**src/lmhp_pkg.sv**
```systemverilog
// Shared types and constants for the LoRaWAN MAC header parser.
// No dependencies; compiled first.
`timescale 1ns / 1ps

package lmhp_pkg;

  // Frame geometry
  localparam logic [7:0] MAX_FRAME_LEN = 8'd255;
  localparam logic [7:0] MIN_FRAME_LEN = 8'd12;
  localparam logic [7:0] MIC_BYTES     = 8'd4;
  localparam logic [7:0] POS_FCTRL     = 8'd5;
  localparam logic [7:0] POS_FCNT_LO   = 8'd6;
  localparam logic [7:0] POS_FCNT_HI   = 8'd7;
  localparam logic [7:0] POS_FOPTS     = 8'd8;
  localparam logic [7:0] POS_DEVADDR_E = 8'd4;
  localparam logic [3:0] OFFSET_MAX    = 4'd15;

  // Field tag of one byte
  typedef enum logic [3:0] {
    KIND_MHDR    = 4'd0,
    KIND_DEVADDR = 4'd1,
    KIND_FCTRL   = 4'd2,
    KIND_FCNT    = 4'd3,
    KIND_FOPTS   = 4'd4,
    KIND_FPORT   = 4'd5,
    KIND_PAYLOAD = 4'd6,
    KIND_MIC     = 4'd7,
    KIND_DISCARD = 4'd8
  } field_kind_e;

  // Frame status
  typedef enum logic [1:0] {
    STAT_OK        = 2'd0,
    STAT_TOO_SHORT = 2'd1,
    STAT_OVERRUN   = 2'd2
  } status_e;

  // Parser state carried from byte to byte
  typedef struct packed {
    logic [7:0]  byte_pos;
    logic [7:0]  stored_len;
    logic [7:0]  header_byte;
    logic [7:0]  control_byte;
    logic [15:0] counter_value;
    status_e     error_status;
    logic        in_frame;
  } parse_state_t;

  // One input word
  typedef struct packed {
    logic [7:0] data_byte;
    logic [7:0] frame_len;
    logic       frame_start;
  } in_word_t;

  // One result word
  typedef struct packed {
    logic [7:0]  byte_value;
    field_kind_e field_kind;
    logic [3:0]  field_offset;
    logic [2:0]  mtype;
    logic [2:0]  rfu_bits;
    logic [1:0]  major;
    logic [3:0]  fctrl_flags;
    logic [3:0]  fopts_len;
    logic [15:0] frame_counter;
    logic        fport_absent;
    logic        frame_done;
    status_e     status;
  } out_word_t;

endpackage

```
**src/lmhp_in_if.sv**
```systemverilog
// Input byte channel of the MAC header parser: valid/ready plus frame byte.
// Depends on nothing but the handshake convention.
`timescale 1ns / 1ps

interface lmhp_in_if;
  logic       valid;
  logic       ready;
  logic [7:0] data_byte;
  logic [7:0] frame_len;
  logic       frame_start;

  modport source (output valid, output data_byte, output frame_len, output frame_start,
                  input ready);
  modport sink   (input valid, input data_byte, input frame_len, input frame_start,
                  output ready);
endinterface

```
**src/lmhp_out_if.sv**
```systemverilog
// Result channel of the MAC header parser: valid/ready plus tagged byte and
// decoded header fields. Depends on nothing but the handshake convention.
`timescale 1ns / 1ps

interface lmhp_out_if;
  logic        valid;
  logic        ready;
  logic [7:0]  byte_value;
  logic [3:0]  field_kind;
  logic [3:0]  field_offset;
  logic [2:0]  mtype;
  logic [2:0]  rfu_bits;
  logic [1:0]  major;
  logic [3:0]  fctrl_flags;
  logic [3:0]  fopts_len;
  logic [15:0] frame_counter;
  logic        fport_absent;
  logic        frame_done;
  logic [1:0]  status;

  modport source (output valid, output byte_value, output field_kind, output field_offset,
                  output mtype, output rfu_bits, output major, output fctrl_flags,
                  output fopts_len, output frame_counter, output fport_absent,
                  output frame_done, output status, input ready);
  modport sink   (input valid, input byte_value, input field_kind, input field_offset,
                  input mtype, input rfu_bits, input major, input fctrl_flags,
                  input fopts_len, input frame_counter, input fport_absent,
                  input frame_done, input status, output ready);
endinterface

```
**src/lmhp_field_decode.sv**
```systemverilog
// Per-byte field classifier and header decode (combinational).
// Depends on lmhp_pkg for state, word types and field codes.
`timescale 1ns / 1ps

module lmhp_field_decode (
  input  lmhp_pkg::parse_state_t state_i,
  input  lmhp_pkg::in_word_t     word_i,
  output lmhp_pkg::parse_state_t state_o,
  output lmhp_pkg::out_word_t    result_o
);
  import lmhp_pkg::*;

  parse_state_t st_start;
  parse_state_t st_next;
  field_kind_e  kind;
  logic [3:0]   offset;
  logic         done;
  logic [7:0]   pos;
  logic [7:0]   len;
  logic [8:0]   pos_plus_mic;
  logic [8:0]   mic_off;
  logic [8:0]   fport_pos;
  logic [7:0]   payload_off;
  logic [3:0]   nopt;
  logic         absent;

  // Frame start restarts the parse with cleared header state
  always_comb begin
    st_start = state_i;
    if (word_i.frame_start) begin
      st_start.stored_len    = (word_i.frame_len > MAX_FRAME_LEN) ? MAX_FRAME_LEN
                                                                  : word_i.frame_len;
      st_start.byte_pos      = '0;
      st_start.header_byte   = '0;
      st_start.control_byte  = '0;
      st_start.counter_value = '0;
      st_start.error_status  = (st_start.stored_len < MIN_FRAME_LEN) ? STAT_TOO_SHORT
                                                                     : STAT_OK;
      st_start.in_frame      = 1'b1;
    end
  end

  assign pos          = st_start.byte_pos;
  assign len          = st_start.stored_len;
  assign pos_plus_mic = {1'b0, pos} + {1'b0, MIC_BYTES};
  assign mic_off      = pos_plus_mic - {1'b0, len};
  assign nopt         = st_start.control_byte[3:0];
  assign fport_pos    = {1'b0, POS_FOPTS} + {5'b0, nopt};
  // only used past the FPort byte, where it cannot go negative
  assign payload_off  = pos - POS_FOPTS - 8'd1 - {4'b0, nopt};

  // Tag the byte by position and latch header fields
  always_comb begin
    st_next = st_start;
    kind    = KIND_DISCARD;
    offset  = '0;
    done    = 1'b0;
    if (st_start.in_frame) begin
      if (st_start.error_status == STAT_TOO_SHORT) begin
        kind = KIND_DISCARD;
      end else if (pos_plus_mic >= {1'b0, len}) begin
        kind   = KIND_MIC;
        offset = mic_off[3:0];
      end else if (pos == '0) begin
        st_next.header_byte = word_i.data_byte;
        kind = KIND_MHDR;
      end else if (pos <= POS_DEVADDR_E) begin
        kind   = KIND_DEVADDR;
        offset = 4'(pos - 8'd1);
      end else if (pos == POS_FCTRL) begin
        st_next.control_byte = word_i.data_byte;
        kind = KIND_FCTRL;
        if ({4'b0, word_i.data_byte[3:0]} > (len - MIN_FRAME_LEN)) begin
          st_next.error_status = STAT_OVERRUN;
        end
      end else if (pos <= POS_FCNT_HI) begin
        kind = KIND_FCNT;
        if (pos == POS_FCNT_LO) begin
          offset = 4'd0;
          st_next.counter_value[7:0] = word_i.data_byte;
        end else begin
          offset = 4'd1;
          st_next.counter_value[15:8] = word_i.data_byte;
        end
      end else if (st_start.error_status == STAT_OVERRUN) begin
        kind = KIND_DISCARD;
      end else if ({1'b0, pos} < fport_pos) begin
        kind   = KIND_FOPTS;
        offset = 4'(pos - POS_FOPTS);
      end else if ({1'b0, pos} == fport_pos) begin
        kind = KIND_FPORT;
      end else begin
        kind   = KIND_PAYLOAD;
        offset = (payload_off > {4'b0, OFFSET_MAX}) ? OFFSET_MAX : payload_off[3:0];
      end
      st_next.byte_pos = pos + 8'd1;
      if (({1'b0, pos} + 9'd1) >= {1'b0, len}) begin
        done             = 1'b1;
        st_next.in_frame = 1'b0;
      end
    end
  end

  // FPort missing: exactly zero bytes between options and MIC
  assign absent = (st_next.error_status == STAT_OK) && (st_next.byte_pos >= POS_FCNT_LO) &&
                  (st_next.stored_len == (MIN_FRAME_LEN + {4'b0, st_next.control_byte[3:0]}));

  assign state_o = st_next;

  always_comb begin
    result_o.byte_value    = word_i.data_byte;
    result_o.field_kind    = kind;
    result_o.field_offset  = offset;
    result_o.mtype         = st_next.header_byte[7:5];
    result_o.rfu_bits      = st_next.header_byte[4:2];
    result_o.major         = st_next.header_byte[1:0];
    result_o.fctrl_flags   = st_next.control_byte[7:4];
    result_o.fopts_len     = st_next.control_byte[3:0];
    result_o.frame_counter = st_next.counter_value;
    result_o.fport_absent  = absent;
    result_o.frame_done    = done;
    result_o.status        = st_next.error_status;
  end

endmodule

```
**src/lorawan_mac_header_parser.sv**
```systemverilog
// Top level of the LoRaWAN MAC header parser: input register, decode, result register.
// Depends on lmhp_pkg, lmhp_in_if, lmhp_out_if and lmhp_field_decode.
//
//   channel | dir | word contents
//   --------+-----+--------------------------------------------------------------
//   in_i    | in  | data_byte, frame_len, frame_start
//   out_o   | out | byte_value, field tag and offset, decoded MHDR/FCtrl/FCnt, status
//
// One byte per cycle sustained unless out_o stalls; an accepted byte passes the input register
// and then the result register before it is offered. The parser state updates only as a byte
// moves from input to result register: one classify/decode pass per cycle unless out_o stalls.
// Reset clears the parser state and both valid flags; frames restart on frame_start.
// A stalled result holds the input register, and in_i.ready drops once both are full.
`timescale 1ns / 1ps

module lorawan_mac_header_parser (
  input  logic             clk_i,
  input  logic             rst_ni,
  lmhp_in_if.sink          in_i,
  lmhp_out_if.source       out_o
);
  import lmhp_pkg::*;

  logic         in_valid_q;
  in_word_t     in_word_q;
  logic         out_valid_q;
  out_word_t    out_word_q;
  logic         advance;
  parse_state_t state_q;
  parse_state_t state_d;
  out_word_t    result;
  in_word_t     in_word;

  // Input register moves on whenever the result register is free or draining
  assign advance    = ~out_valid_q | out_o.ready;
  assign in_i.ready = ~in_valid_q | advance;

  assign in_word.data_byte   = in_i.data_byte;
  assign in_word.frame_len   = in_i.frame_len;
  assign in_word.frame_start = in_i.frame_start;

  lmhp_field_decode u_decode (
    .state_i  (state_q),
    .word_i   (in_word_q),
    .state_o  (state_d),
    .result_o (result)
  );

  // Input register
  always_ff @(posedge clk_i or negedge rst_ni) begin
    if (!rst_ni) begin
      in_valid_q <= 1'b0;
    end else if (in_i.ready) begin
      in_valid_q <= in_i.valid;
    end
  end

  always_ff @(posedge clk_i) begin
    if (in_i.ready && in_i.valid) begin
      in_word_q <= in_word;
    end
  end

  // Parser state and result register
  always_ff @(posedge clk_i or negedge rst_ni) begin
    if (!rst_ni) begin
      state_q     <= '0;
      out_valid_q <= 1'b0;
    end else if (advance) begin
      out_valid_q <= in_valid_q;
      if (in_valid_q) begin
        state_q <= state_d;
      end
    end
  end

  always_ff @(posedge clk_i) begin
    if (advance && in_valid_q) begin
      out_word_q <= result;
    end
  end

  // Result port
  assign out_o.valid         = out_valid_q;
  assign out_o.byte_value    = out_word_q.byte_value;
  assign out_o.field_kind    = out_word_q.field_kind;
  assign out_o.field_offset  = out_word_q.field_offset;
  assign out_o.mtype         = out_word_q.mtype;
  assign out_o.rfu_bits      = out_word_q.rfu_bits;
  assign out_o.major         = out_word_q.major;
  assign out_o.fctrl_flags   = out_word_q.fctrl_flags;
  assign out_o.fopts_len     = out_word_q.fopts_len;
  assign out_o.frame_counter = out_word_q.frame_counter;
  assign out_o.fport_absent  = out_word_q.fport_absent;
  assign out_o.frame_done    = out_word_q.frame_done;
  assign out_o.status        = out_word_q.status;

`ifndef ASSERT_OFF
  // short frames never get a field tag
  a_short_discard : assert property (@(posedge clk_i) disable iff (!rst_ni)
    out_valid_q && (out_word_q.status == STAT_TOO_SHORT) |->
      (out_word_q.field_kind == KIND_DISCARD))
    else $error("too-short frame byte was tagged");

  // the last byte of a long enough frame is always MIC
  a_done_is_mic : assert property (@(posedge clk_i) disable iff (!rst_ni)
    out_valid_q && out_word_q.frame_done && (out_word_q.status != STAT_TOO_SHORT) |->
      (out_word_q.field_kind == KIND_MIC))
    else $error("frame ended on a non-MIC byte");

  // discarded bytes carry no offset
  a_discard_off : assert property (@(posedge clk_i) disable iff (!rst_ni)
    out_valid_q && (out_word_q.field_kind == KIND_DISCARD) |->
      (out_word_q.field_offset == '0))
    else $error("discarded byte with nonzero offset");

  // missing FPort is only reported for a good frame
  a_absent_ok : assert property (@(posedge clk_i) disable iff (!rst_ni)
    out_valid_q && out_word_q.fport_absent |-> (out_word_q.status == STAT_OK))
    else $error("fport_absent with bad status");

  // a held input word stays put while the result register is blocked
  a_in_hold : assert property (@(posedge clk_i) disable iff (!rst_ni)
    in_valid_q && !advance |=> in_valid_q && $stable(in_word_q))
    else $error("input register changed under stall");
`endif

endmodule
```
**src/flat_wrapper.sv**
```systemverilog
// flat-port wrapper written by rule: the top's interface ports become plain ports
module lorawan_mac_header_parser_flat import lmhp_pkg::*;
  (clk_i, rst_ni, in_i_valid, in_i_data_byte, in_i_frame_len, in_i_frame_start, in_i_ready, out_o_valid, out_o_byte_value, out_o_field_kind, out_o_field_offset, out_o_mtype, out_o_rfu_bits, out_o_major, out_o_fctrl_flags, out_o_fopts_len, out_o_frame_counter, out_o_fport_absent, out_o_frame_done, out_o_status, out_o_ready);
  lmhp_in_if in_i_i ();
  lmhp_out_if out_o_i ();
  input  logic clk_i;
  input  logic rst_ni;
  input wire logic [$bits(in_i_i.valid)-1:0] in_i_valid;
  input wire logic [$bits(in_i_i.data_byte)-1:0] in_i_data_byte;
  input wire logic [$bits(in_i_i.frame_len)-1:0] in_i_frame_len;
  input wire logic [$bits(in_i_i.frame_start)-1:0] in_i_frame_start;
  output wire logic [$bits(in_i_i.ready)-1:0] in_i_ready;
  output wire logic [$bits(out_o_i.valid)-1:0] out_o_valid;
  output wire logic [$bits(out_o_i.byte_value)-1:0] out_o_byte_value;
  output wire logic [$bits(out_o_i.field_kind)-1:0] out_o_field_kind;
  output wire logic [$bits(out_o_i.field_offset)-1:0] out_o_field_offset;
  output wire logic [$bits(out_o_i.mtype)-1:0] out_o_mtype;
  output wire logic [$bits(out_o_i.rfu_bits)-1:0] out_o_rfu_bits;
  output wire logic [$bits(out_o_i.major)-1:0] out_o_major;
  output wire logic [$bits(out_o_i.fctrl_flags)-1:0] out_o_fctrl_flags;
  output wire logic [$bits(out_o_i.fopts_len)-1:0] out_o_fopts_len;
  output wire logic [$bits(out_o_i.frame_counter)-1:0] out_o_frame_counter;
  output wire logic [$bits(out_o_i.fport_absent)-1:0] out_o_fport_absent;
  output wire logic [$bits(out_o_i.frame_done)-1:0] out_o_frame_done;
  output wire logic [$bits(out_o_i.status)-1:0] out_o_status;
  input wire logic [$bits(out_o_i.ready)-1:0] out_o_ready;
  assign in_i_i.valid = in_i_valid;
  assign in_i_i.data_byte = in_i_data_byte;
  assign in_i_i.frame_len = in_i_frame_len;
  assign in_i_i.frame_start = in_i_frame_start;
  assign in_i_ready = in_i_i.ready;
  assign out_o_valid = out_o_i.valid;
  assign out_o_byte_value = out_o_i.byte_value;
  assign out_o_field_kind = out_o_i.field_kind;
  assign out_o_field_offset = out_o_i.field_offset;
  assign out_o_mtype = out_o_i.mtype;
  assign out_o_rfu_bits = out_o_i.rfu_bits;
  assign out_o_major = out_o_i.major;
  assign out_o_fctrl_flags = out_o_i.fctrl_flags;
  assign out_o_fopts_len = out_o_i.fopts_len;
  assign out_o_frame_counter = out_o_i.frame_counter;
  assign out_o_fport_absent = out_o_i.fport_absent;
  assign out_o_frame_done = out_o_i.frame_done;
  assign out_o_status = out_o_i.status;
  assign out_o_i.ready = out_o_ready;
  lorawan_mac_header_parser u_core (.clk_i(clk_i), .rst_ni(rst_ni), .in_i(in_i_i), .out_o(out_o_i));
endmodule
```
**config.mk**
```make
export PLATFORM = sky130hd
export DESIGN_NAME = lorawan_mac_header_parser_flat
export DESIGN_NICKNAME = d
export VERILOG_FILES = /design/src/lmhp_pkg.sv /design/src/lmhp_in_if.sv /design/src/lmhp_out_if.sv /design/src/lmhp_field_decode.sv /design/src/lorawan_mac_header_parser.sv /design/src/flat_wrapper.sv
export SDC_FILE = /design/constraint.sdc
export NUM_CORES = 1
export LEC_CHECK = 0
export ABC_AREA = 1
export ABC_CLOCK_PERIOD_IN_PS = 9650
export BUFFER_PORTS_ARGS = -buffer_cell sky130_fd_sc_hd__buf_2
export CAP_MARGIN = 15
export CORE_AREA = 2 2 136 138
export DETAILED_ROUTE_END_ITERATION = 12
export DIE_AREA = 0 0 138 140
export GPL_ROUTABILITY_DRIVEN = 0
export GPL_TIMING_DRIVEN = 0
export PLACE_DENSITY = 0.68
export SYNTH_ARGS = -nofsm -noshare
export SYNTH_HDL_FRONTEND = slang
export SYNTH_SLANG_ARGS = --single-unit
export TNS_END_PERCENT = 1
```
**constraint.sdc**
```tcl
create_clock -name clk_i -period 9.65 [get_ports clk_i]
set_clock_uncertainty 0.15 [all_clocks]
set_input_delay 1.93 -clock clk_i [delete_from_list [all_inputs] [get_ports clk_i]]
set_output_delay 1.93 -clock clk_i [all_outputs]
set_load 0.02 [all_outputs]
```
# ---- Yosys cells after proc, flatten, opt, wreduce, memory -nomap -nowiden
# Cells that the tools add are included.
dict set report totals {
  regBits 122
  out_inout_bits 54
}
dict set report classes {
  bitwise 5
  n_eq_ne 6
  add_sub_neg 11
  reduce_logical 8
  magnitude_cmp 10
  n_mux 37
}
# operator n
set op_table {}
lappend op_table {{34-bit two-way mux} 2}
lappend op_table {{4-bit two-way mux} 15}
lappend op_table {{26-bit two-way mux} 2}
lappend op_table {{51-bit two-way mux} 1}
lappend op_table {{8-bit two-way mux} 6}
lappend op_table {{35-bit two-way mux} 1}
lappend op_table {{16-bit two-way mux} 2}
lappend op_table {{9-bit by 8-bit greater-or-equal comparator with 1-bit output} 2}
lappend op_table {{8-bit by 3-bit == test with 1-bit output (second input constant)} 2}
lappend op_table {{8-bit by 5-bit == test with 1-bit output} 2}
lappend op_table {{8-bit by 3-bit <= comparator with 1-bit output (second input constant)} 2}
lappend op_table {{8-bit by 4-bit subtractor with 8-bit output (second input constant)} 2}
lappend op_table {{4-bit by 4-bit adder with 5-bit output (first input constant)} 2}
lappend op_table {{8-bit by 1-bit adder with 9-bit output (second input constant)} 1}
lappend op_table {{8-bit by 3-bit adder with 9-bit output (second input constant)} 1}
lappend op_table {{8-bit by 1-bit adder with 8-bit output (second input constant)} 1}
lappend op_table {{8-bit by 3-bit greater-or-equal comparator with 1-bit output (second input constant)} 1}
lappend op_table {{4-bit by 8-bit > comparator with 1-bit output} 1}
lappend op_table {{8-bit by 4-bit > comparator with 1-bit output (second input constant)} 1}
lappend op_table {{8-bit > comparator (second input constant)} 1}
lappend op_table {{8-bit zero test} 1}
lappend op_table {{8-bit by 4-bit < comparator with 1-bit output (second input constant)} 1}
lappend op_table {{8-bit by 5-bit < comparator with 1-bit output} 1}
lappend op_table {{2-bit two-way mux} 4}
lappend op_table {{other kinds (13)} 22}

# ---- Logic depth before layout (Yosys ltp)
dict set report logic_depth {
  depth_word 18
  depth_mapped 29
  mapped_depth_nobuf 28
}

# ---- By module
# Synthesis repeated with hierarchy kept, for this count alone.
dict set report hier_totals {
  hier_cells 894
  area_unflattened_um2 7594.8
}
# module instances seq_area_each_um2 cells_each area_each_um2
set by_module_without_submodules {}
lappend by_module_without_submodules {lorawan_mac_header_parser 1 3398.3 300 4200.3}
lappend by_module_without_submodules {lmhp_field_decode 1 0.0 594 3394.5}

# ---- Worst setup path after synthesis
# Ideal clock, no wire load.
dict set report synth_timing {
  path_type {input-to-reg}
  from {input port out_o_ready}
  to {register u_core.out_word_q (netlist bit u_core.out_o.byte_value[0]), enable pin}
  required_ns 9.064
  cell_stages 5
  setup_ns 0.436
  path_buffers 1
  t_arrival_ns 3.891
  path_slack_ns 5.173
  cell_sequence {inv_1 -> nand2_1 -> nand2_1 -> clkinv_1 -> clkbuf_1}
}
dict set report synth_via {
  elab_chain_len 2
}
# element line_no
set synth_lines {}
lappend synth_lines {{start: declaration} flat_wrapper.sv:26} ;# input wire logic [$bits(out_o_i.ready)-1:0] out_o_ready;
lappend synth_lines {{1-bit bitwise OR} lorawan_mac_header_parser.sv:35} ;# assign advance = ~out_valid_q | out_o.ready;
lappend synth_lines {{1-bit logical AND} lorawan_mac_header_parser.sv:78} ;# if (advance && in_valid_q) begin
lappend synth_lines {{end signal: assignment} lorawan_mac_header_parser.sv:79} ;# out_word_q <= result;
lappend synth_lines {{end: declaration} lorawan_mac_header_parser.sv:27} ;# out_word_t out_word_q;
# Every way passes these cells.
# A chain may end at the register's enable or synchronous reset.

==> results.md <==
- The most common cell after layout, fill and taps aside is sky130_fd_sc_hd__nand2_1.
- The number of global-route vias before repair is between 5000 and 6000.
- The worst register-to-register path begins at u_core.in_word_q[0].
- Summed over all layers, the global routing overflow is 0.
- In this run the power density over the cells is 255.1 mW/mm^2.
- The number of hold-slack violations in the final timing report is 0.
- Of the total synthesized cell area, the portion taken by full adders, half adders and majority gates is 0.07480.
- Setup repair after global routing left no endpoint under its margin.
- The average instance in the mapped netlist occupies 8.354 um^2.
- In this run the number of cells on the critical path is 26.
- The latest clock arrival within the worst-skew pair is ~420 ps.
- The placeable core region is 0.01778 mm^2.
- After synthesis the netlist holds a flip-flop and latch count of approximately 120.
- The endpoint of the lowest-slack register-to-register path is u_core.out_o.fport_absent.
- Counting flops with a built-in enable in the synthesized netlist gives about 70.
- The fraction of met2 tracks used by global routing is 0.3020.
- The critical path endpoint is u_core.out_o.fport_absent.
- Pin placement for this block handled 75 I/O pins.
- The flow ran to the end, and the final reports show no timing, DRC or antenna violations.
- The area growth from synthesis to layout is 17.90%.
- The overall power consumption is 2.123 mW.
- The root buffer selected by CTS is sky130_fd_sc_hd__clkbuf_16.
- The global routing usage summed across all routing layers is 0.1955.
- In the layout the commonest cells are sky130_fd_sc_hd__nand2_1 (269), sky130_fd_sc_hd__inv_1 (100), sky130_fd_sc_hd__buf_2 (77).
- Along the worst path, the maximum fanout reaches 10.
- The type of the tightest min-delay check is reg -> reg.
- The routed design has about 19000 um of wire.
- Including well taps, the total number of placed cells is ~1200.
- The synthesized-area fraction occupied by ao, oa, aoi and oai cells is 0.1067.
- The clock tree from TritonCTS is yes.
- The sequential fraction of the synthesis area is 0.4814.
- The kind of launch point of the worst setup path is a flop.
- The final setup violation count is 0.
- The worst setup path is of the reg -> reg kind.
- Summed over all nets, the half-perimeter wirelength after detailed placement is about 13000 um.
- The length in cells of the worst reg-to-reg path is 26.
- After technology mapping, the gate count stands at 845.
- The pin slew with the least headroom to its limit is a little under 800 ps.
- For this configuration, the core starts out at a cell density of 0.3970.
- Data arrives at the worst endpoint at ~5500 ps.
- The initial antenna violation count was 0.
- The register-to-register setup slack is 4240 ps.
- The met1 global-route usage is 0.2669.
- Buffers placed on the I/O ports in this run total between 70 and 80.
- The number of inserted filler cells in the final layout is between 1500 and 2000.
- In the final routed layout, each cell accounts on average for 15.69 um.
- Of the total synthesized cell area, the portion taken by AND, OR, NAND and NOR gates is 0.2574.
- After detailed routing, the number of vias per cell comes to 5.149.
- The xor/xnor share of the synthesized area is 0.009926.
- The netlist uses 42 different library cells.
- The proportion of synthesized area in mux cells is 0.
- Entering global routing, the biggest net connects 39 pins.
- The cell type with the highest occurrence count on the critical path is sky130_fd_sc_hd__nand2_1.
- The number of warnings issued by yosys is 0.
- The total die area is about 0.019 mm^2.
- The count of vias placed by the detailed router is just over 6000.
- The H-tree depth reported by CTS is 4.
- The initial detailed-routing violation count is 618.
- The slowest stage cell on the critical path is sky130_fd_sc_hd__o21ai_0.
- The dominant combinational cell family by area after synthesis is simple AND/OR/NAND/NOR gates.
- The number of cells in the finished layout apart from fillers is 1183.
- The vertical die dimension is 140 um.
- Tracing the worst setup path back leads to its startpoint at u_core.in_word_q[0].
- The post-synthesis instance area is 0.007059 mm^2.
- Timing would allow up to 184.9 MHz.
- Synthesis produced a netlist with a net count of 907.
- The total of hold buffers inserted after clock tree synthesis is 0.
- Clock-pin slew was measured on the worst setup and hold paths at 60 ps.
- For the final routed database, the setup TNS stands at 0 ps.
- Measured against its own limit, the worst slew margin works out to 0.4722.
- In this run the deepest clock path goes through 2 buffers.
- The max-slew violation count is 0.
- met2 is the most crowded layer.
- The tool flagged a number of max-cap violations equal to 0.
- The worst path in the final design needs a cycle of 5408 ps, including I/O delays and setup.
- The ratio of cells with drive above 1 in the final layout is 0.1614.
- The sort of element at the end of the critical path is a flop.
- 0 antenna diodes ended up in the layout.
- The first global-routing pass estimated 30080 um of wire.
- The met3 global-route usage is 0.04581.
- The post-route clock period utilization is 0.5604.
- The post-CTS setup buffer count is 0.
- For this run, the leading register cell type out of synthesis is sky130_fd_sc_hd__edfxtp_1.
- The count of buffering cells on the critical path with inverters included is 6.
- The count of cells resized by post-cts repair is 0.
- The largest single stage delay on the critical path is 650 ps.
- In this run the most critical hold path is launched from u_core.state_q[27].
- The fraction of synthesis flops using an asynchronous set or reset pin is 0.4344.
- The number of buffers added by the clock tree synthesis step is 17.
- The worst IR drop on VDD is 149.8 uV.
- The required time of the critical path is 9770 ps.
- After floorplanning, the core was divided into 49 placement rows.
- In the routed design, unresolved DRC markers number 0.
- The die is 138 um wide.
- The clock sink total is about 120.
- The reported leakage power is 3.994 nW.
- The first detailed-routing pass took 5 iterations.
- The remaining antenna violation count is 0.
- On the critical path the largest part of the delay comes from simple AND/OR/NAND/NOR gates.
- In the final design database the tool counted 1003 nets.
[stage by stage]
stage	util	cell area, um^2	setup WS [ps]	hold WS, ps
2_1_floorplan	-	7059	5173	297.8
3_3_place_gp	0.4340	7716	4316	311.2
3_5_place_dp	0.4363	7757	4538	314.8
4_1_cts	0.4678	8318	4324	329.7
5_1_grt	0.4681	8323	3840	348.2
6_report	0.4681	8323	4242	331.3
[area by class of cell]
cell class / instances / area, um^2 / share of cell area
flip-flops and latches: 122 / 3398 / 0.4083
multi-input cells: 595 / 3168 / 0.3806
clock buffers: 19 / 432.9 / 0.05201
repair buffers: 77 / 415.4 / 0.04991
inverters: 107 / 404.1 / 0.04856
well taps: 229 / 286.5 / 0.03443
clock inverters: 13 / 127.6 / 0.01533
plain buffers: 21 / 90.09 / 0.01082
[state kept, by name (all words and copies together), names as in the netlist]
| register | flops |
|---|---|
| u_core.out_o.byte_value | 8 |
| u_core.out_o.field_offset | 4 |
| u_core.in_word_q | 17 |
| u_core.out_o.major | 2 |
| u_core.in_valid_q | 1 |
| u_core.out_o.status | 2 |
| u_core.out_o.frame_counter | 16 |
| u_core.out_o.mtype | 3 |
| u_core.out_o.fctrl_flags | 4 |
| u_core.out_o.fopts_len | 4 |
| u_core.out_o.frame_done | 1 |
| u_core.out_o.valid | 1 |
| u_core.out_o.fport_absent | 1 |
| u_core.state_q | 51 |
| u_core.out_o.rfu_bits | 3 |
| u_core.out_o.field_kind | 4 |
[worst min path at each step]
stage / to / slack, ps / depth (start not counted)
floorplan: u_core.state_q[35] / 300 / 2
global placement: u_core.state_q[13] / 310 / 2
detailed placement: u_core.state_q[27] / 310 / 2
CTS: u_core.state_q[27] / 330 / 2
global route: u_core.state_q[27] / 350 / 2
finish: u_core.state_q[27] / 330 / 2
[Yosys cell counts, types with 8 or more instances]
master / count / share of area
sky130_fd_sc_hd__nand4_1: 13 / 0.012
sky130_fd_sc_hd__nor2_1: 38 / 0.020
sky130_fd_sc_hd__inv_1: 100 / 0.053
sky130_fd_sc_hd__nor3_1: 8 / 0.0057
sky130_fd_sc_hd__edfxtp_1: 69 / 0.29
sky130_fd_sc_hd__ha_1: 39 / 0.069
sky130_fd_sc_hd__nand2_1: 269 / 0.14
sky130_fd_sc_hd__o21ai_1: 15 / 0.011
sky130_fd_sc_hd__nand2_2: 13 / 0.012
sky130_fd_sc_hd__a21oi_1: 22 / 0.016
sky130_fd_sc_hd__nand3_1: 46 / 0.033
sky130_fd_sc_hd__xor2_1: 8 / 0.0099
sky130_fd_sc_hd__clkbuf_1: 15 / 0.0080
sky130_fd_sc_hd__o21ai_0: 71 / 0.050
sky130_fd_sc_hd__dfrtp_1: 53 / 0.19
[worst min-delay path: cells and delay by family, from the launching register on]
kind / cells / cell delay, ps
AND/OR/NAND/NOR: 2 / 110
flip-flops: 1 / 340
[where the power goes]
| part | switching (mW) | internal (mW) |
|---|---|---|
| Clock | 0.235 | 0.377 |
| Combinational | 0.530 | 0.234 |
| Sequential | 0.0548 | 0.692 |
| Total | 0.820 | 1.30 |
[routing by layer]
layer  share of wire  wire, um  vias up
met2            0.45      8314      246
li1                -         -     2975
met4           0.025       466        0
met3           0.072      1336       39
met1            0.45      8447     2831
met5               0         0        -
[cell families after synthesis]
logic type      after synthesis
simple gates                410
xor+xnor                      8
flops                       122
fa+ha+maj                    41
compound gates              136
buf+inv                     128
Power figures use the tool's default switching activity.
